**src/assert_macros.svh**
```systemverilog
// Assertion macros shared by the RTL of the luma auto-exposure tuner.
// No dependencies; define SYNTH to compile the assertions away.
`ifndef ASSERT_MACROS_SVH
`define ASSERT_MACROS_SVH

`ifndef SYNTH

`define ASSERT_ALWAYS(label, clk, rst_n, prop) \
    label: assert property (@(posedge clk) disable iff (!rst_n) prop) \
        else $error("assertion failed: property does not hold");

`define ASSERT_NEVER(label, clk, rst_n, expr) \
    label: assert property (@(posedge clk) disable iff (!rst_n) !(expr)) \
        else $error("assertion failed: forbidden condition seen");

`else

`define ASSERT_ALWAYS(label, clk, rst_n, prop)

`define ASSERT_NEVER(label, clk, rst_n, expr)

`endif

`endif

```
**src/laet_pkg.sv**
```systemverilog
// Shared types, constants and helpers for the luma auto-exposure tuner.
// No dependencies.
package laet_pkg;

    localparam int PIXEL_W    = 8;
    localparam int MEAN_W     = 8;
    localparam int TARGET_W   = 8;
    localparam int DB_W       = 7;
    localparam int DIVIDER_W  = 5;
    localparam int EXP_W      = 11;
    localparam int GAIN_W     = 7;
    localparam int CEIL_W     = 3;
    localparam int DIR_W      = 2;
    localparam int CFG_IDX_W  = 3;
    localparam int CFG_DATA_W = 11;

    localparam logic [EXP_W-1:0]     EXP_MIN   = 11'd50;
    localparam logic [EXP_W-1:0]     EXP_MAX   = 11'd1200;
    localparam logic [EXP_W-1:0]     EXP_STEP  = 11'd20;
    localparam logic [GAIN_W-1:0]    GAIN_CAP  = 7'd64;
    localparam logic [DB_W-1:0]      DB_MAX    = 7'd64;
    localparam logic [DIVIDER_W-1:0] DIV_MAX   = 5'd30;

    localparam logic [TARGET_W-1:0]  TARGET_RST     = 8'd128;
    localparam logic [DB_W-1:0]      DB_RST         = 7'd10;
    localparam logic [DIVIDER_W-1:0] DIVIDER_RST    = 5'd5;
    localparam logic [EXP_W-1:0]     EXP_START_RST  = 11'd300;
    localparam logic [GAIN_W-1:0]    GAIN_START_RST = 7'd8;

    typedef enum logic [CFG_IDX_W-1:0] {
        REG_TARGET_LEVEL     = 3'd0,
        REG_LUMA_DEADBAND    = 3'd1,
        REG_TUNE_DIVIDER     = 3'd2,
        REG_AUTO_TUNE        = 3'd3,
        REG_AUTO_EXPOSURE    = 3'd4,
        REG_AUTO_GAIN        = 3'd5,
        REG_EXPOSURE_START   = 3'd6,
        REG_GAIN_START       = 3'd7
    } cfg_reg_t;

    typedef enum logic [DIR_W-1:0] {
        DIR_NONE     = 2'd0,
        DIR_DARKER   = 2'd1,
        DIR_BRIGHTER = 2'd2
    } dir_t;

    typedef enum logic [CEIL_W-1:0] {
        CEIL_2X  = 3'd0,
        CEIL_4X  = 3'd1,
        CEIL_8X  = 3'd2,
        CEIL_16X = 3'd3,
        CEIL_32X = 3'd4,
        CEIL_64X = 3'd5
    } ceil_t;

    typedef struct packed {
        logic [TARGET_W-1:0]  target_level;
        logic [DB_W-1:0]      luma_deadband;
        logic [DIVIDER_W-1:0] tune_divider;
        logic                 auto_tune_enable;
        logic                 auto_exposure_enable;
        logic                 auto_gain_enable;
    } cfg_t;

    // start-value writes reload the limit state directly
    typedef struct packed {
        logic              exp_load;
        logic              gain_load;
        logic [EXP_W-1:0]  exp_value;
        logic [GAIN_W-1:0] gain_value;
    } start_load_t;

    function automatic ceil_t ceiling_code(input logic [GAIN_W-1:0] gain);
        ceil_t code;
        if (gain <= 7'd2)
            code = CEIL_2X;
        else if (gain <= 7'd4)
            code = CEIL_4X;
        else if (gain <= 7'd8)
            code = CEIL_8X;
        else if (gain <= 7'd16)
            code = CEIL_16X;
        else if (gain <= 7'd32)
            code = CEIL_32X;
        else
            code = CEIL_64X;
        return code;
    endfunction

endpackage

```
**src/laet_cfg.sv**
```systemverilog
// Configuration register file of the luma auto-exposure tuner.
// Depends on laet_pkg.
module laet_cfg
    import laet_pkg::*;
(
    input  logic                  clk,
    input  logic                  rst_n,
    input  logic                  cfg_write,
    input  logic [CFG_IDX_W-1:0]  cfg_index,
    input  logic [CFG_DATA_W-1:0] cfg_data,
    output cfg_t                  cfg,
    output start_load_t           load
);

    cfg_t cfg_reg;

    always_ff @(posedge clk or negedge rst_n)
    begin
        if (!rst_n)
        begin
            cfg_reg.target_level         <= TARGET_RST;
            cfg_reg.luma_deadband        <= DB_RST;
            cfg_reg.tune_divider         <= DIVIDER_RST;
            cfg_reg.auto_tune_enable     <= 1'b1;
            cfg_reg.auto_exposure_enable <= 1'b0;
            cfg_reg.auto_gain_enable     <= 1'b0;
        end
        else if (cfg_write)
        begin
            unique case (cfg_index) inside
                REG_TARGET_LEVEL:   cfg_reg.target_level  <= cfg_data[TARGET_W-1:0];
                REG_LUMA_DEADBAND:  cfg_reg.luma_deadband <= cfg_data[DB_W-1:0];
                REG_TUNE_DIVIDER:   cfg_reg.tune_divider  <= cfg_data[DIVIDER_W-1:0];
                REG_AUTO_TUNE:      cfg_reg.auto_tune_enable     <= cfg_data[0];
                REG_AUTO_EXPOSURE:  cfg_reg.auto_exposure_enable <= cfg_data[0];
                REG_AUTO_GAIN:      cfg_reg.auto_gain_enable     <= cfg_data[0];
                REG_EXPOSURE_START,
                REG_GAIN_START:     ;   // held as limit state in the tune stage
                default:            ;
            endcase
        end
    end

    assign cfg = cfg_reg;

    assign load.exp_load   = cfg_write && (cfg_index == REG_EXPOSURE_START);
    assign load.gain_load  = cfg_write && (cfg_index == REG_GAIN_START);
    assign load.exp_value  = cfg_data[EXP_W-1:0];
    assign load.gain_value = cfg_data[GAIN_W-1:0];

endmodule

```
**src/laet_acc.sv**
```systemverilog
// Input register, sampled luma accumulator and tuning-frame phase counter.
// Depends on laet_pkg; emits one divide job per tuning frame.
module laet_acc
    import laet_pkg::*;
#(
    parameter int FRAME_PIXELS = 4096,
    parameter int SAMPLE_STEP  = 8,
    parameter int CNT_W        = 10,
    parameter int SUM_W        = 17
)
(
    input  logic               clk,
    input  logic               rst_n,
    input  cfg_t               cfg,
    input  logic               in_valid,
    output logic               in_stall,
    input  logic [PIXEL_W-1:0] pixel,
    input  logic               frame_end,
    output logic               job_valid,
    input  logic               job_ready,
    output logic [SUM_W-1:0]   job_sum,
    output logic [CNT_W-1:0]   job_count
);

    localparam int POS_W = $clog2(FRAME_PIXELS + 1);
    localparam int SUB_W = (SAMPLE_STEP > 1) ? $clog2(SAMPLE_STEP) : 1;

    logic                 beat_valid_reg;
    logic [PIXEL_W-1:0]   pixel_reg;
    logic                 last_reg;
    logic [POS_W-1:0]     pos_reg;
    logic [SUB_W-1:0]     sub_reg;
    logic [CNT_W-1:0]     cnt_reg;
    logic [SUM_W-1:0]     sum_reg;
    logic [DIVIDER_W-1:0] phase_reg;

    logic                 take;
    logic                 sample;
    logic [POS_W-1:0]     pos_next;
    logic [SUB_W-1:0]     sub_next;
    logic [CNT_W-1:0]     cnt_next;
    logic [SUM_W-1:0]     sum_next;
    logic [DIVIDER_W-1:0] divider;
    logic [DIVIDER_W:0]   phase_inc;
    logic                 tune_frame;
    logic                 consume;

    // pixels past the frame size are dropped, position holds
    assign take   = pos_reg < POS_W'(FRAME_PIXELS);
    assign sample = take && (sub_reg == '0);

    always_comb
    begin
        pos_next = take ? pos_reg + POS_W'(1) : pos_reg;
        sum_next = sample ? sum_reg + SUM_W'(pixel_reg) : sum_reg;
        cnt_next = sample ? cnt_reg + CNT_W'(1) : cnt_reg;
        if (!take)
            sub_next = sub_reg;
        else if (sub_reg == SUB_W'(SAMPLE_STEP - 1))
            sub_next = '0;
        else
            sub_next = sub_reg + SUB_W'(1);
    end

    always_comb
    begin
        if (cfg.tune_divider == '0)
            divider = DIVIDER_W'(1);
        else if (cfg.tune_divider > DIV_MAX)
            divider = DIV_MAX;
        else
            divider = cfg.tune_divider;
    end

    // a phase left beyond the divider by a register change also tunes
    assign phase_inc  = {1'b0, phase_reg} + (DIVIDER_W+1)'(1);
    assign tune_frame = phase_inc >= {1'b0, divider};

    assign job_valid = beat_valid_reg && last_reg && tune_frame;
    assign job_sum   = sum_next;
    assign job_count = cnt_next;
    assign consume   = beat_valid_reg && (!job_valid || job_ready);
    assign in_stall  = job_valid && !job_ready;

    always_ff @(posedge clk or negedge rst_n)
    begin
        if (!rst_n)
        begin
            beat_valid_reg <= 1'b0;
            pos_reg        <= '0;
            sub_reg        <= '0;
            cnt_reg        <= '0;
            sum_reg        <= '0;
            phase_reg      <= '0;
        end
        else
        begin
            if (!in_stall)
                beat_valid_reg <= in_valid;
            if (consume)
            begin
                if (last_reg)
                begin
                    pos_reg   <= '0;
                    sub_reg   <= '0;
                    cnt_reg   <= '0;
                    sum_reg   <= '0;
                    phase_reg <= tune_frame ? '0 : phase_inc[DIVIDER_W-1:0];
                end
                else
                begin
                    pos_reg <= pos_next;
                    sub_reg <= sub_next;
                    cnt_reg <= cnt_next;
                    sum_reg <= sum_next;
                end
            end
        end
    end

    always_ff @(posedge clk)
    begin
        if (in_valid && !in_stall)
        begin
            pixel_reg <= pixel;
            last_reg  <= frame_end;
        end
    end

endmodule

```
**src/laet_div.sv**
```systemverilog
// Pipelined restoring divider: sampled luma sum over sample count.
// Depends on laet_pkg; after a load stage, one quotient bit per stage; stalls stage by stage.
module laet_div
    import laet_pkg::*;
#(
    parameter int CNT_W = 10,
    parameter int SUM_W = 17
)
(
    input  logic              clk,
    input  logic              rst_n,
    input  logic              job_valid,
    output logic              job_ready,
    input  logic [SUM_W-1:0]  job_sum,
    input  logic [CNT_W-1:0]  job_count,
    output logic              res_valid,
    input  logic              res_ready,
    output logic [MEAN_W-1:0] res_mean
);

    // sum < 256 * count, so eight quotient bits are enough
    localparam int REM_W = CNT_W + MEAN_W;
    localparam int NSTG  = MEAN_W + 1;

    logic              vld_reg [NSTG];
    logic [MEAN_W-1:0] quo_reg [NSTG];
    logic [REM_W-1:0]  rem_reg [NSTG-1];
    logic [CNT_W-1:0]  den_reg [NSTG-1];
    logic [NSTG:0]     ready;

    assign ready[NSTG] = res_ready;

    genvar k;
    generate
        for (k = 0; k < NSTG; k++)
        begin : g_stage
            assign ready[k] = !vld_reg[k] || ready[k+1];

            always_ff @(posedge clk or negedge rst_n)
            begin
                if (!rst_n)
                    vld_reg[k] <= 1'b0;
                else if (ready[k])
                    vld_reg[k] <= (k == 0) ? job_valid : vld_reg[(k == 0) ? 0 : k-1];
            end

            if (k == 0)
            begin : g_load
                always_ff @(posedge clk)
                begin
                    if (ready[0])
                    begin
                        rem_reg[0] <= REM_W'(job_sum);
                        den_reg[0] <= job_count;
                        quo_reg[0] <= '0;
                    end
                end
            end
            else
            begin : g_step
                localparam int BIT = MEAN_W - k;
                logic [REM_W-1:0] shifted;
                logic             ge;

                assign shifted = REM_W'(den_reg[k-1]) << BIT;
                assign ge      = rem_reg[k-1] >= shifted;

                always_ff @(posedge clk)
                begin
                    if (ready[k])
                        quo_reg[k] <= quo_reg[k-1] | (MEAN_W'(ge) << BIT);
                end

                if (k < NSTG - 1)
                begin : g_carry
                    always_ff @(posedge clk)
                    begin
                        if (ready[k])
                        begin
                            rem_reg[k] <= ge ? rem_reg[k-1] - shifted : rem_reg[k-1];
                            den_reg[k] <= den_reg[k-1];
                        end
                    end
                end
            end
        end
    endgenerate

    assign job_ready = ready[0];
    assign res_valid = vld_reg[NSTG-1];
    assign res_mean  = quo_reg[NSTG-1];

endmodule

```
**src/laet_tune.sv**
```systemverilog
// Limit state, deadband compare and result register of the tuner.
// Depends on laet_pkg and assert_macros.svh.
`include "assert_macros.svh"

module laet_tune
    import laet_pkg::*;
(
    input  logic              clk,
    input  logic              rst_n,
    input  cfg_t              cfg,
    input  start_load_t       load,
    input  logic              res_valid,
    output logic              res_ready,
    input  logic [MEAN_W-1:0] res_mean,
    output logic              out_valid,
    input  logic              out_stall,
    output logic [MEAN_W-1:0] avg_luma,
    output logic [EXP_W-1:0]  exposure_limit,
    output logic [GAIN_W-1:0] gain_limit,
    output logic [CEIL_W-1:0] gain_ceiling,
    output logic              apply_exposure,
    output logic              apply_gain,
    output logic [DIR_W-1:0]  adjust_direction
);

    logic              out_valid_reg;
    logic [MEAN_W-1:0] mean_reg;
    dir_t              dir_reg;
    logic [EXP_W-1:0]  exposure_state_reg;
    logic [GAIN_W-1:0] gain_state_reg;

    dir_t              dir_next;
    logic [EXP_W-1:0]  exposure_state_next;
    logic [GAIN_W-1:0] gain_state_next;
    logic [DB_W-1:0]   db;
    logic [MEAN_W+1:0] mean_ext;
    logic [MEAN_W+1:0] target_ext;
    logic [MEAN_W+1:0] db_ext;
    logic              take_res;
    logic [EXP_W-1:0]  exp_load_val;
    logic [GAIN_W-1:0] gain_load_val;

    assign res_ready = !out_valid_reg || !out_stall;
    assign take_res  = res_valid && res_ready;

    assign db         = (cfg.luma_deadband > DB_MAX) ? DB_MAX : cfg.luma_deadband;
    assign mean_ext   = (MEAN_W+2)'(res_mean);
    assign target_ext = (MEAN_W+2)'(cfg.target_level);
    assign db_ext     = (MEAN_W+2)'(db);

    // mean < target - db is rewritten as mean + db < target to stay unsigned
    always_comb
    begin
        dir_next = DIR_NONE;
        if (cfg.auto_tune_enable)
        begin
            if (mean_ext > target_ext + db_ext)
                dir_next = DIR_DARKER;
            else if (mean_ext + db_ext < target_ext)
                dir_next = DIR_BRIGHTER;
        end
    end

    // state is always held in range, so only one side of each clamp matters
    always_comb
    begin
        exposure_state_next = exposure_state_reg;
        gain_state_next     = gain_state_reg;
        case (dir_next)
            DIR_DARKER:
            begin
                exposure_state_next = (exposure_state_reg < EXP_MIN + EXP_STEP) ?
                                      EXP_MIN : exposure_state_reg - EXP_STEP;
                gain_state_next     = (gain_state_reg == '0) ?
                                      '0 : gain_state_reg - GAIN_W'(1);
            end
            DIR_BRIGHTER:
            begin
                exposure_state_next = (exposure_state_reg > EXP_MAX - EXP_STEP) ?
                                      EXP_MAX : exposure_state_reg + EXP_STEP;
                gain_state_next     = (gain_state_reg >= GAIN_CAP) ?
                                      GAIN_CAP : gain_state_reg + GAIN_W'(1);
            end
            default: ;
        endcase
    end

    always_comb
    begin
        if (load.exp_value < EXP_MIN)
            exp_load_val = EXP_MIN;
        else if (load.exp_value > EXP_MAX)
            exp_load_val = EXP_MAX;
        else
            exp_load_val = load.exp_value;
        gain_load_val = (load.gain_value > GAIN_CAP) ? GAIN_CAP : load.gain_value;
    end

    always_ff @(posedge clk or negedge rst_n)
    begin
        if (!rst_n)
        begin
            out_valid_reg      <= 1'b0;
            dir_reg            <= DIR_NONE;
            exposure_state_reg <= EXP_START_RST;
            gain_state_reg     <= GAIN_START_RST;
        end
        else
        begin
            if (res_ready)
                out_valid_reg <= res_valid;
            if (take_res)
            begin
                dir_reg            <= dir_next;
                exposure_state_reg <= exposure_state_next;
                gain_state_reg     <= gain_state_next;
            end
            else
            begin
                if (load.exp_load)
                    exposure_state_reg <= exp_load_val;
                if (load.gain_load)
                    gain_state_reg <= gain_load_val;
            end
        end
    end

    always_ff @(posedge clk)
    begin
        if (take_res)
            mean_reg <= res_mean;
    end

    // limits are read straight from state: it only moves when a result is taken or a start value is written
    assign out_valid        = out_valid_reg;
    assign avg_luma         = mean_reg;
    assign exposure_limit   = exposure_state_reg;
    assign gain_limit       = gain_state_reg;
    assign gain_ceiling     = ceiling_code(gain_state_reg);
    assign apply_exposure   = !cfg.auto_exposure_enable;
    assign apply_gain       = !cfg.auto_gain_enable;
    assign adjust_direction = dir_reg;

    `ASSERT_ALWAYS(a_exp_in_range, clk, rst_n, (exposure_state_reg >= EXP_MIN) && (exposure_state_reg <= EXP_MAX))
    `ASSERT_NEVER(a_gain_over_max, clk, rst_n, gain_state_reg > GAIN_CAP)
    `ASSERT_NEVER(a_dir_illegal, clk, rst_n, out_valid_reg && (dir_reg != DIR_NONE) && (dir_reg != DIR_DARKER) && (dir_reg != DIR_BRIGHTER))
    `ASSERT_ALWAYS(a_no_step_when_off, clk, rst_n, (take_res && !cfg.auto_tune_enable) |=> (dir_reg == DIR_NONE))
    `ASSERT_ALWAYS(a_darker_lowers, clk, rst_n, (take_res && (dir_next == DIR_DARKER)) |=> (exposure_state_reg <= $past(exposure_state_reg)))

endmodule

```
**src/luma_auto_exposure_tuner_unit.sv**
```systemverilog
// Luma auto-exposure tuner: accumulates sampled pixel luma over a frame and,
// on tuning frames, steps the exposure and gain limits around a target band.
// Throughput is one pixel beat per cycle while in_stall is low, frame end beats
// included, with no gaps needed between frames. out_valid rises after a tuning
// frame's last beat passes the input register, the divider load stage, the eight
// divider stages and the result register. The mean is formed by that pipelined
// divider, one quotient bit per stage. Up to ten results are held (nine divider
// stages and the result register), so a stalled output only backs up the input
// once they are all full and another tuning frame ends.
// Depends on laet_pkg, laet_cfg, laet_acc, laet_div and laet_tune.
module luma_auto_exposure_tuner_unit
    import laet_pkg::*;
#(
    parameter int FRAME_PIXELS = 4096,
    parameter int SAMPLE_STEP  = 8
)
(
    input  logic                  clk,
    input  logic                  rst_n,
    input  logic                  cfg_write,
    input  logic [CFG_IDX_W-1:0]  cfg_index,
    input  logic [CFG_DATA_W-1:0] cfg_data,
    input  logic                  in_valid,
    output logic                  in_stall,
    input  logic [PIXEL_W-1:0]    pixel,
    input  logic                  frame_end,
    output logic                  out_valid,
    input  logic                  out_stall,
    output logic [MEAN_W-1:0]     avg_luma,
    output logic [EXP_W-1:0]      exposure_limit,
    output logic [GAIN_W-1:0]     gain_limit,
    output logic [CEIL_W-1:0]     gain_ceiling,
    output logic                  apply_exposure,
    output logic                  apply_gain,
    output logic [DIR_W-1:0]      adjust_direction
);

    localparam int MAX_CNT = (FRAME_PIXELS + SAMPLE_STEP - 1) / SAMPLE_STEP;
    localparam int CNT_W   = $clog2(MAX_CNT + 1);
    localparam int SUM_W   = $clog2(255 * MAX_CNT + 1);

    cfg_t              cfg;
    start_load_t       load;
    logic              job_valid;
    logic              job_ready;
    logic [SUM_W-1:0]  job_sum;
    logic [CNT_W-1:0]  job_count;
    logic              res_valid;
    logic              res_ready;
    logic [MEAN_W-1:0] res_mean;

    laet_cfg u_cfg (
        .clk       (clk),
        .rst_n     (rst_n),
        .cfg_write (cfg_write),
        .cfg_index (cfg_index),
        .cfg_data  (cfg_data),
        .cfg       (cfg),
        .load      (load)
    );

    laet_acc #(
        .FRAME_PIXELS (FRAME_PIXELS),
        .SAMPLE_STEP  (SAMPLE_STEP),
        .CNT_W        (CNT_W),
        .SUM_W        (SUM_W)
    ) u_acc (
        .clk       (clk),
        .rst_n     (rst_n),
        .cfg       (cfg),
        .in_valid  (in_valid),
        .in_stall  (in_stall),
        .pixel     (pixel),
        .frame_end (frame_end),
        .job_valid (job_valid),
        .job_ready (job_ready),
        .job_sum   (job_sum),
        .job_count (job_count)
    );

    laet_div #(
        .CNT_W (CNT_W),
        .SUM_W (SUM_W)
    ) u_div (
        .clk       (clk),
        .rst_n     (rst_n),
        .job_valid (job_valid),
        .job_ready (job_ready),
        .job_sum   (job_sum),
        .job_count (job_count),
        .res_valid (res_valid),
        .res_ready (res_ready),
        .res_mean  (res_mean)
    );

    laet_tune u_tune (
        .clk              (clk),
        .rst_n            (rst_n),
        .cfg              (cfg),
        .load             (load),
        .res_valid        (res_valid),
        .res_ready        (res_ready),
        .res_mean         (res_mean),
        .out_valid        (out_valid),
        .out_stall        (out_stall),
        .avg_luma         (avg_luma),
        .exposure_limit   (exposure_limit),
        .gain_limit       (gain_limit),
        .gain_ceiling     (gain_ceiling),
        .apply_exposure   (apply_exposure),
        .apply_gain       (apply_gain),
        .adjust_direction (adjust_direction)
    );

endmodule
```
**config.mk**
```make
export PLATFORM = sky130hd
export DESIGN_NAME = luma_auto_exposure_tuner_unit
export DESIGN_NICKNAME = d
export VERILOG_FILES = /design/src/laet_pkg.sv /design/src/laet_cfg.sv /design/src/laet_acc.sv /design/src/laet_div.sv /design/src/laet_tune.sv /design/src/luma_auto_exposure_tuner_unit.sv
export VERILOG_INCLUDE_DIRS = /design/src /design/src/src
export SDC_FILE = /design/constraint.sdc
export NUM_CORES = 1
export LEC_CHECK = 0
export ABC_AREA = 1
export BUFFER_PORTS_ARGS = -buffer_cell sky130_fd_sc_hd__buf_4
export CORE_MARGIN = 1.5
export CORE_UTILIZATION = 63
export CTS_CLUSTER_SIZE = 8
export DETAILED_ROUTE_END_ITERATION = 10
export PLACE_DENSITY_LB_ADDON = 0.1
export REMOVE_ABC_BUFFERS = 1
export SLEW_MARGIN = 15
export SYNTH_ARGS = -nofsm -noshare
export SYNTH_HDL_FRONTEND = slang
export SYNTH_SLANG_ARGS = --single-unit
```
**constraint.sdc**
```tcl
create_clock -name clk -period 4.9 [get_ports clk]
set_input_delay 0.735 -clock clk [delete_from_list [all_inputs] [get_ports clk]]
set_output_delay 0.735 -clock clk [all_outputs]
set_load 0.05 [all_outputs]
```
==> results.sh, run 1 <==
export IMPL_cp_required_ns=5.36
export IMPL_port_buffer_count=62
export IMPL_cp_max_fo=7
export IMPL_n_antenna_cell=0
export IMPL_synth_top_area_cell="edfxtp_1"
export IMPL_ys_ff_latch=378
export IMPL_wire_per_inst_um=15.48
export IMPL_cts_sinks=378
export IMPL_clkTransAtPathRegs_ns=0.05
export IMPL_drt_first_pass_iters=6
export IMPL_grt_use_total_pct=26.47
export IMPL_clock_fmax_mhz=224.7
export IMPL_rsz0062_at_grt="no"
export IMPL_postCtsHoldBufs=0
export IMPL_grt_pass1_wl_um=76560
export IMPL_place_hpwl_um=33720
export IMPL_multi_input_area_mm2=0.009176
export IMPL_yosys_warnings=0
export IMPL_min_period_over_period_pct=90.81
export IMPL_syn_avg_cell_area_um2=9.029
export IMPL_synth_cells=2379
export IMPL_cp_arrival_ns=4.91
export IMPL_ys_types=56
export IMPL_irDropWorstVdd_uv=383.6
export IMPL_worst_hold_slack_ns=0.3143
export IMPL_cts_root_buffer_cell="clkbuf_16"
export IMPL_numCtsBuffers=53
export IMPL_leakage_nw=10.86
export IMPL_ios=63
export IMPL_largest_reg_flops=143
export IMPL_dieArea_mm2=0.03521
export IMPL_fin_worst_skew_ns=0.02393
export IMPL_slew_headroom_pct=28.22
export IMPL_synth_top_flop_cell="edfxtp_1"
export IMPL_cp_end_kind="flop"
export IMPL_core_area_mm2=0.03353
export IMPL_vias_per_cell=5.502
export IMPL_critPathLaunchType="flop"
export IMPL_tns_ns=0
export IMPL_die_h_um=187.7
export IMPL_regArea_mm2=0.01085
export IMPL_synth_common_cells="nand2_1, inv_1, edfxtp_1, nor2_1, o21ai_0"
export IMPL_first_iter_violations=1106
export IMPL_syn_area_mm2=0.02148
export IMPL_rows=67
export IMPL_synth_edf_count=276
export IMPL_antenna_found_initial=0
export IMPL_synth_most_common_cell="nand2_1"
export IMPL_h_tree_depth=2
export IMPL_grt_max_degree=76
export IMPL_drc=0
export IMPL_cts_tree="done"
export IMPL_tightest_slew_ns=1.076
export IMPL_vias=16226
export IMPL_synth_top_area_share_pct=38.58
export IMPL_hold_viol=0
export IMPL_max_cap_viol_count=0
export IMPL_ys_top_cells_by_area="edfxtp_1, dfrtp_1, nand2_1"
export IMPL_final_nets=2646
export IMPL_syn2layout_area_growth_pct=11.25
export IMPL_ant_nets=0
export IMPL_gp_congestion=0.9311
export IMPL_maxSlewViolCount=0
export IMPL_outcome="complete, no violations"
export IMPL_period_needed_ns=4.449
export IMPL_finalWirelength_um=45640
export IMPL_die_w_um=187.7
export IMPL_clockBufferDepth=3
export IMPL_synth_seq_area_share_pct=50.53
export IMPL_clk_latency_ns=0.59
export IMPL_start_util_pct=64.06
export IMPL_n_fill_cell=2564
export IMPL_setup_violations=0
export IMPL_grt_pass1_vias=16060
export IMPL_drive_gt1_share_pct=8.197
export IMPL_power_density_mw_per_mm2=675.9
export IMPL_hold_path_class="in -> async"
export IMPL_gr_total_overflow=0
export IMPL_async_flop_share_pct=26.98
export IMPL_worstSetupPathType="reg -> reg"
-- where the power goes --
group	internal [mW]	switching (mW)	total, mW	leakage (nW)
logic	2.66	4.50	7.16	5.82
clock network	1.97	1.29	3.26	0.705
registers	4.92	0.809	5.73	4.33
-- repair_timing --
item	in CTS	in global routing
setup endpoints to repair	0	18
resized for setup	0	15
setup buffers	0	1
-- metal layers --
metal / global-route usage [%] / share of wire, % / vias up / wire, um
li1: - / - / 8126 / -
met1: 33.56 / 43 / 7598 / 19690
met2: 46.05 / 50 / 385 / 22620
met3: 4.005 / 4.3 / 117 / 1949
met4: 9.815 / 3.0 / 0 / 1373
met5: 0 / 0 / - / 0
-- worst max-delay path: stages, from the launching register on --
cell	delay, ns
dfrtp_1	0.37
inv_1	0.09
nand4_1	0.09
o31ai_1	0.21
inv_1	0.12
nor2_2	0.13
ha_1	0.19
inv_1	0.06
fa_1	0.41
o21ai_2	0.19
nand2_1	0.08
o21ai_0	0.20
xnor2_1	0.09
ha_1	0.28
nand2_1	0.07
nor4_2	0.21
nor3_1	0.08
nand2_1	0.12
inv_1	0.09
nor3_1	0.16
ha_1	0.25
or2_1	0.29
nand2_4	0.13
clkinvlp_4	0.16
a31oi_2	0.18
a21oi_1	0.09
-- through the flow --
step           std cells  cell area, um2  utilization (%)  power, mW  setup slack [ns]
2_1_floorplan       2344           21260                -      10.92            0.7180
3_3_place_gp        2866           22380            66.74      12.57            0.3945
6_report            2949           23900            71.26      16.15            0.4506
5_1_grt             2949           23900            71.26      17.45           0.05852
3_5_place_dp        2866           22380            66.74      12.81            0.2172
4_1_cts             2948           23850            71.11      16.13            0.1950
-- cell type report --
class | count | share of cell area (%)
multi-input cells | 1627 | 38.40
well taps | 448 | 2.346
clock buffers | 78 | 5.943
inverters | 339 | 5.341
flip-flops and latches | 378 | 45.42
repair buffers | 75 | 2.356
clock inverters | 4 | 0.1937
-- cells in the final DEF (no fill, tap or decap), types with 10 or more instances in the layout --
master	synthesis	layout
nand2_1	590	589
inv_1	333	329
edfxtp_1	276	276
nor2_1	188	185
o21ai_0	142	139
ha_1	134	134
a21oi_1	126	126
nand3_1	96	96
dfrtp_1	91	91
buf_4	5	75
xor2_1	59	59
clkbuf_16	0	53
nand4_1	44	44
xnor2_1	38	38
nor3_1	35	35
o21ai_1	26	27
clkbuf_1	11	25
or2_2	16	16
a31oi_1	16	15
nor4_1	15	14
nand3b_1	11	11
dfstp_2	11	11
o211ai_1	10	10
fa_1	10	10
-- path summary, 6_finish.rpt --
check,startpoint,to,slack (ns),depth (start not counted)
worst max-delay path,u_cfg.cfg[10],u_tune.exposure_limit[6],0.45,25
worst min-delay path,rst_n,u_tune.gain_limit[2],0.31,1
worst max register to register,u_cfg.cfg[10],u_tune.exposure_limit[6],0.45,25
worst min register to register,u_div.quo_reg[0][29],u_div.quo_reg[0][37],0.41,0
max in group asynchronous,rst_n,u_acc.pos_reg[7],3.57,2
min in group clk,pixel[7],u_acc.pixel_reg[7],0.32,1
-- kinds of logic (layout without fill, tap and decap cells) --
group / count (synthesis) / count (layout) / share of synthesized area, %
AND/OR/NAND/NOR: 1025 / 1025 / 20.61
AO/OA/AOI/OAI: 361 / 361 / 9.227
XOR/XNOR: 97 / 97 / 3.955
flip-flops: 378 / 378 / 50.53
adder cells (fa/ha/maj): 144 / 144 / 8.737
buffers and inverters: 374 / 496 / 6.937
Note: power is estimated with default switching activity, not from simulation.
==> run 2, diff against run 1 <==
--- a/config.mk
+++ b/config.mk
@@ -9,11 +9,12 @@
 export ABC_AREA = 1
 export BUFFER_PORTS_ARGS = -buffer_cell sky130_fd_sc_hd__buf_4
 export CORE_MARGIN = 1.5
-export CORE_UTILIZATION = 63
+export CORE_UTILIZATION = 32
 export CTS_CLUSTER_SIZE = 8
 export DETAILED_ROUTE_END_ITERATION = 10
 export PLACE_DENSITY_LB_ADDON = 0.1
 export REMOVE_ABC_BUFFERS = 1
+export SETUP_SLACK_MARGIN = 0.5
 export SLEW_MARGIN = 15
 export SYNTH_ARGS = -nofsm -noshare
 export SYNTH_HDL_FRONTEND = slang
==> run 2 against run 1 <==
Maximum frequency increased by 7.7%. Non-clock buffer count is 8 higher. Clock power is 2% higher. Via count is 2.3% lower. Worst hold slack got worse by 0.014 ns. Register-to-register slack improved by 0.32 ns. Worst setup slack improved by 0.32 ns. Cell count increased by 14%. Power increased by 1.1%. Critical endpoint is now u_tune.exposure_limit[9]. Largest cell class unchanged.
==> results.sh, run 2 (synthesis results as in run 1) <==
export IMPL_cp_required_ns=5.41
export IMPL_post_place_ws_ns=0.2172
export IMPL_power_density_mw_per_mm2=664.5
export IMPL_dr_wl_met2_um=24060
export IMPL_critPathLaunchType="flop"
export IMPL_h_tree_depth=2
export IMPL_cts_sinks=378
export IMPL_first_iter_violations=882
export IMPL_rsz0062_at_grt="yes"
export IMPL_max_cap_viol_count=0
export IMPL_utilization_pct=37.16
export IMPL_vias=15850
export IMPL_fin_ws_ns=0.7693
export IMPL_crit_slowest_cell="dfrtp_1"
export IMPL_clkPwrFrac_pct=20.4
export IMPL_clkTransAtPathRegs_ns=0.05
export IMPL_port_buffer_count=62
export IMPL_wl_met1_um=23080
export IMPL_vias_per_cell=4.698
export IMPL_wl_met3_um=1510
export IMPL_syn2layout_area_growth_pct=14.35
export IMPL_place_area_mm2=0.02290
export IMPL_design_area_mm2=0.02456
export IMPL_rows=94
export IMPL_n_antenna_cell=0
export IMPL_min_period_over_period_pct=84.30
export IMPL_maxSlewViolCount=0
export IMPL_worstSetupPathType="reg -> reg"
export IMPL_gp_congestion=0.8635
export IMPL_final_common_cell="nand2_1"
export IMPL_slew_headroom_pct=32.79
export IMPL_dieArea_mm2=0.06869
export IMPL_drt_first_pass_iters=5
export IMPL_worst_hold_slack_ns=0.2999
export IMPL_grt_use_total_pct=14.54
export IMPL_switching_power_mw=6.704
export IMPL_finalNonFillerCells=3374
export IMPL_clk_latency_ns=0.58
export IMPL_start_util_pct=32.50
export IMPL_core_area_mm2=0.06610
export IMPL_cp_end_kind="flop"
export IMPL_place_hpwl_um=37970
export IMPL_p_total_mw=16.32
export IMPL_grt_pass1_vias=15682
export IMPL_cp_arrival_ns=4.64
export IMPL_cts_root_buffer_cell="clkbuf_16"
export IMPL_clockBufferDepth=3
export IMPL_grt_pass1_wl_um=80520
export IMPL_antenna_found_initial=0
export IMPL_die_w_um=262.1
export IMPL_hold_viol=0
export IMPL_clock_fmax_mhz=242.1
export IMPL_grt_max_degree=75
export IMPL_hold_path_class="in -> async"
export IMPL_wire_per_inst_um=14.84
export IMPL_swShare_pct=41.07
export IMPL_top_layer_used="met4"
export IMPL_final_cell_mix="nand2_1, inv_1, edfxtp_1, nor2_1, o21ai_0"
export IMPL_period_needed_ns=4.131
export IMPL_finalWirelength_um=50070
export IMPL_tightest_slew_ns=1.007
export IMPL_power_frac_seq_pct=35.1
export IMPL_numCtsBuffers=54
export IMPL_dpl_cell_count=3282
export IMPL_cts_tree="done"
export IMPL_cp_max_fo=5
export IMPL_outcome="complete, no violations"
export IMPL_leakage_nw=10.91
export IMPL_n_fill_cell=6682
export IMPL_p_int_mw=9.619
export IMPL_ios=63
export IMPL_final_nets=2655
export IMPL_largest_reg_flops=143
export IMPL_setup_violations=0
export IMPL_ant_nets=0
export IMPL_fin_worst_skew_ns=0.02294
export IMPL_critPathMaxStageDelay_ns=0.38
export IMPL_power_frac_comb_pct=44.4
export IMPL_drive_gt1_share_pct=9.323
export IMPL_tns_ns=0
export IMPL_gr_total_overflow=0
export IMPL_drc=0
export IMPL_die_h_um=262.1
export IMPL_irDropWorstVdd_uv=278.8
[run 2: path summary, 6_finish.rpt]
check                                      from                        to  slack (ns)  cells past startpoint
setup / recovery                  u_cfg.cfg[10]  u_tune.exposure_limit[9]        0.77                     27
hold / removal                            rst_n      u_tune.gain_limit[4]        0.30                      1
setup reg to reg                  u_cfg.cfg[10]  u_tune.exposure_limit[9]        0.77                     27
hold reg to reg            u_div.quo_reg[0][38]      u_div.quo_reg[0][46]        0.42                      0
max in group asynchronous                 rst_n  u_tune.exposure_limit[2]        3.57                      2
min in group clk                       pixel[4]        u_acc.pixel_reg[4]        0.33                      1
[run 2: metal layers]
metal / vias to the layer above / global-route usage, %
met5: - / 0
met4: 0 / 5.079
met3: 85 / 2.160
li1: 8150 / -
met1: 7430 / 18.65
met2: 185 / 24.89
[run 2: timing repair]
action,in CTS,in global routing
pin swaps,0,16
resized for setup,6,37
buffers inserted,0,8
hold buffers,0,0
endpoints found under the setup margin,18,18
cloned,0,1
[run 2: power by group through the flow]
stage | clock, mW | combinational, mW | sequential, mW
global placement | 0 | 7.10 | 5.80
finish | 3.34 | 7.26 | 5.73
CTS | 3.48 | 7.22 | 5.75
detailed placement | 0 | 7.18 | 5.80
floorplan | 0 | 5.15 | 5.76
global route | 3.59 | 8.29 | 5.87
[run 2: cell type report]
cell class	instances	area, um2	area share, %
inverters	339	1277	5.201
well taps	864	1081	4.401
clock inverters	3	30.03	0.1222
repair buffers	83	624.3	2.542
clock buffers	80	1449	5.899
multi-input cells	1627	9248	37.65
flip-flops and latches	378	10850	44.19
[run 2: critical path, delay by kind of cell (launching register included)]
family / cells / cell delay (ns)
adder cells (fa/ha/maj): 4 / 1.14
AND/OR/NAND/NOR: 10 / 1.08
buffers and inverters: 7 / 0.71
AO/OA/AOI/OAI: 5 / 0.68
flip-flops: 1 / 0.38
XOR/XNOR: 1 / 0.05
==> run 3, diff against run 2 <==
--- a/config.mk
+++ b/config.mk
@@ -6,7 +6,7 @@
 export SDC_FILE = /design/constraint.sdc
 export NUM_CORES = 1
 export LEC_CHECK = 0
-export ABC_AREA = 1
+export ABC_AREA = 0
 export BUFFER_PORTS_ARGS = -buffer_cell sky130_fd_sc_hd__buf_4
 export CORE_MARGIN = 1.5
 export CORE_UTILIZATION = 32
==> constraint.sdc (replaced) <==
create_clock -name clk -period 4.1 [get_ports clk]
set_input_delay 0.615 -clock clk [delete_from_list [all_inputs] [get_ports clk]]
set_output_delay 0.615 -clock clk [all_outputs]
set_load 0.05 [all_outputs]
==> run 3 against run 2 <==
The run now ends with setup timing left. Global-route usage down 0.26 points. Worst hold slack worse by 0.11 ns. Count of clock-buffer cells in the layout up 1.
==> results.sh, run 3 <==
export IMPL_drive_gt1_share_pct=16.71
export IMPL_design_area_mm2=0.02463
export IMPL_tightest_slew_ns=1.119
export IMPL_syn_avg_cell_area_um2=10.99
export IMPL_fin_ws_ns=-0.02868
export IMPL_antenna_found_initial=0
export IMPL_first_iter_violations=785
export IMPL_syn_area_mm2=0.02081
export IMPL_reg2reg_depth=22
export IMPL_ys_top_cells_by_area="edfxtp_1, dfrtp_1, ha_1"
export IMPL_async_flop_share_pct=26.98
export IMPL_grt_use_total_pct=14.28
export IMPL_synth_common_cells="edfxtp_1, inv_1, nor2_1, ha_1, nand2_1"
export IMPL_final_nets=2218
export IMPL_crit_slowest_cell="dfstp_2"
export IMPL_start_util_pct=32.34
export IMPL_cp_max_fo=6
export IMPL_reg2reg_to="u_tune.exposure_limit[9]"
export IMPL_critPathLaunchType="flop"
export IMPL_numCtsBuffers=54
export IMPL_hold_viol=0
export IMPL_synth_top_area_cell="edfxtp_1"
export IMPL_max_cap_viol_count=0
export IMPL_gr_total_overflow=0
export IMPL_finalWirelength_um=47510
export IMPL_clkTransAtPathRegs_ns=0.05
export IMPL_core_area_mm2=0.06435
export IMPL_leakage_nw=9.922
export IMPL_irDropWorstVdd_uv=321.7
export IMPL_synth_top_flop_cell="edfxtp_1"
export IMPL_hold_path_class="in -> reg"
export IMPL_setup_violations=6
export IMPL_synth_edf_count=276
export IMPL_outcome="complete, but fails checks"
export IMPL_rsz0062_at_grt="yes"
export IMPL_synth_most_common_cell="edfxtp_1"
export IMPL_cp_required_ns=4.60
export IMPL_synth_cells=1893
export IMPL_vias_per_cell=4.929
export IMPL_final_common_cell="edfxtp_1"
export IMPL_cp_end_kind="flop"
export IMPL_place_area_mm2=0.02267
export IMPL_dpl_cell_count=2826
export IMPL_syn2layout_area_growth_pct=18.39
export IMPL_grt_pass1_wl_um=77230
export IMPL_wire_per_inst_um=16.21
export IMPL_vias=14446
export IMPL_utilization_pct=38.28
export IMPL_rows=93
export IMPL_port_buffer_count=62
export IMPL_drc=0
export IMPL_ios=63
export IMPL_period_needed_ns=4.129
export IMPL_cts_tree="done"
export IMPL_final_cell_mix="edfxtp_1, inv_1, nor2_1, buf_4, ha_1"
export IMPL_yosys_warnings=0
export IMPL_multi_input_area_mm2=0.009360
export IMPL_regArea_mm2=0.01086
export IMPL_hold_path_depth=1
export IMPL_cp_arrival_ns=4.63
export IMPL_die_w_um=258.0
export IMPL_place_hpwl_um=35210
export IMPL_reg2reg_slack_ns=-0.03
export IMPL_die_h_um=258.0
export IMPL_cts_root_buffer_cell="clkbuf_16"
export IMPL_hold_path_endpoint="u_acc.pixel_reg[1]"
export IMPL_maxSlewViolCount=0
export IMPL_worstSetupPathType="reg -> reg"
export IMPL_h_tree_depth=2
export IMPL_tns_ns=-0.1098
export IMPL_clock_fmax_mhz=242.2
export IMPL_grt_pass1_vias=14568
export IMPL_power_density_mw_per_mm2=822.4
export IMPL_synth_seq_area_share_pct=52.16
export IMPL_clockBufferDepth=3
export IMPL_clk_latency_ns=0.60
export IMPL_largest_reg_flops=143
export IMPL_critPathMaxStageDelay_ns=0.53
export IMPL_path_cells="nor2b_4 > inv_2 > fa_2 > nor2b_1 > o21a_1 > o21ai_1 > nand2b_1 > a21oi_1 > xor2_1 > ha_1 > o21a_1 > o22ai_2 > a211oi_2 > buf_4 > nor3_4 > ha_4 > inv_2 > o211ai_1 > buf_4 > a311oi_1 > a211o_1 > a31oi_1"
export IMPL_cts_sinks=378
export IMPL_synth_top_area_share_pct=39.83
export IMPL_slew_headroom_pct=25.30
export IMPL_gp_congestion=0.8261
export IMPL_hp_start="pixel[1]"
export IMPL_ys_types=83
export IMPL_drt_first_pass_iters=5
export IMPL_n_fill_cell=6237
export IMPL_dieArea_mm2=0.06657
export IMPL_finalNonFillerCells=2931
export IMPL_n_antenna_cell=0
export IMPL_fin_worst_skew_ns=0.03375
export IMPL_p_total_mw=20.26
export IMPL_ant_nets=0
export IMPL_rr_startpoint="u_cfg.cfg[9]"
export IMPL_min_period_over_period_pct=100.7
export IMPL_violations="setup timing"
export IMPL_ys_ff_latch=378
export IMPL_grt_max_degree=94
run 3: changes by cell type in the layout (fill, tap and decap cells not counted), sizes merged, moves of 26 or more:
cell,change
nand2,-490
inv,-160
o21ai,-65
buf,+64
nand3,-50
nor2,-50
mux2,+45
nor2b,+37
xnor2,+31
xor2,-26
run 3: worst max-delay path by stage:
stage / start / endpoint / depth (start not counted)
3_3_place_gp: u_cfg.cfg[9] / u_tune.exposure_limit[9] / 22
6_report: u_cfg.cfg[9] / u_tune.exposure_limit[9] / 22
5_1_grt: u_cfg.cfg[9] / u_tune.exposure_limit[9] / 22
3_5_place_dp: u_cfg.cfg[9] / u_tune.exposure_limit[6] / 23
4_1_cts: u_cfg.cfg[9] / u_tune.exposure_limit[9] / 22
2_1_floorplan: u_cfg.cfg[9] / u_tune.exposure_limit[4] / 21
run 3: worst max-delay path: cells and delay by family, from the launching register on:
family | cells | cell delay, ns
AOI/OAI and AO/OA | 10 | 1.41
and+or+nand+nor | 4 | 0.62
adders and majority gates | 3 | 0.86
DFF | 1 | 0.53
buffers and inverters | 4 | 0.50
xor gates and xnor gates | 1 | 0.15
run 3: metal layers:
metal / vias to the layer above / global-route usage [%] / part of all wire [%]
met5: - / 0 / 0
met4: 0 / 4.922 / 2.7
met3: 76 / 2.110 / 2.8
met2: 176 / 24.43 / 48
met1: 6921 / 18.39 / 46
li1: 7273 / - / -
run 3: area by class of cell:
cell class              instances  area share (%)
repair buffers                148           4.729
inverters                     178           2.712
well taps                     855           4.343
clock inverters                 5          0.1778
clock buffers                  81           5.978
multi-input cells            1286           38.00
flip-flops and latches        378           44.07
run 3: through the flow:
step / hold WS (ns) / worst slack, ns
6_report: 0.1911 / -0.02868
4_1_cts: 0.1350 / -0.09556
3_5_place_dp: 0.4045 / -0.4547
2_1_floorplan: 0.3194 / -0.5019
5_1_grt: 0.1594 / -0.3291
3_3_place_gp: 0.4038 / -0.4108
run 3: power by group:
group / switching, mW / leakage, nW / internal (mW)
Sequential: 1.11 / 4.30 / 5.94
Clock: 1.59 / 0.733 / 2.43
Combinational: 4.95 / 4.89 / 4.23
Total: 7.66 / 9.92 / 12.6
run 3: what timing repair did:
item / CTS / global route
resized for setup: 58 / 28
endpoints found under the hold margin: 7 / 0
endpoints found under the setup margin: 19 / 31
buffers inserted: 10 / 8
hold buffers: 1 / 0
pin swaps: 35 / 21
run 3: cell families after synthesis:
group                    after synthesis  synth area share [%]
AND/OR/NAND/NOR                      535                 12.94
AO/OA/AOI/OAI                        446                 14.15
flip-flops                           378                 52.16
buffers and inverters                229                 4.197
adder cells (fa/ha/maj)              144                 9.019
XOR/XNOR                             102                 4.293
multiplexers                          59                 3.235
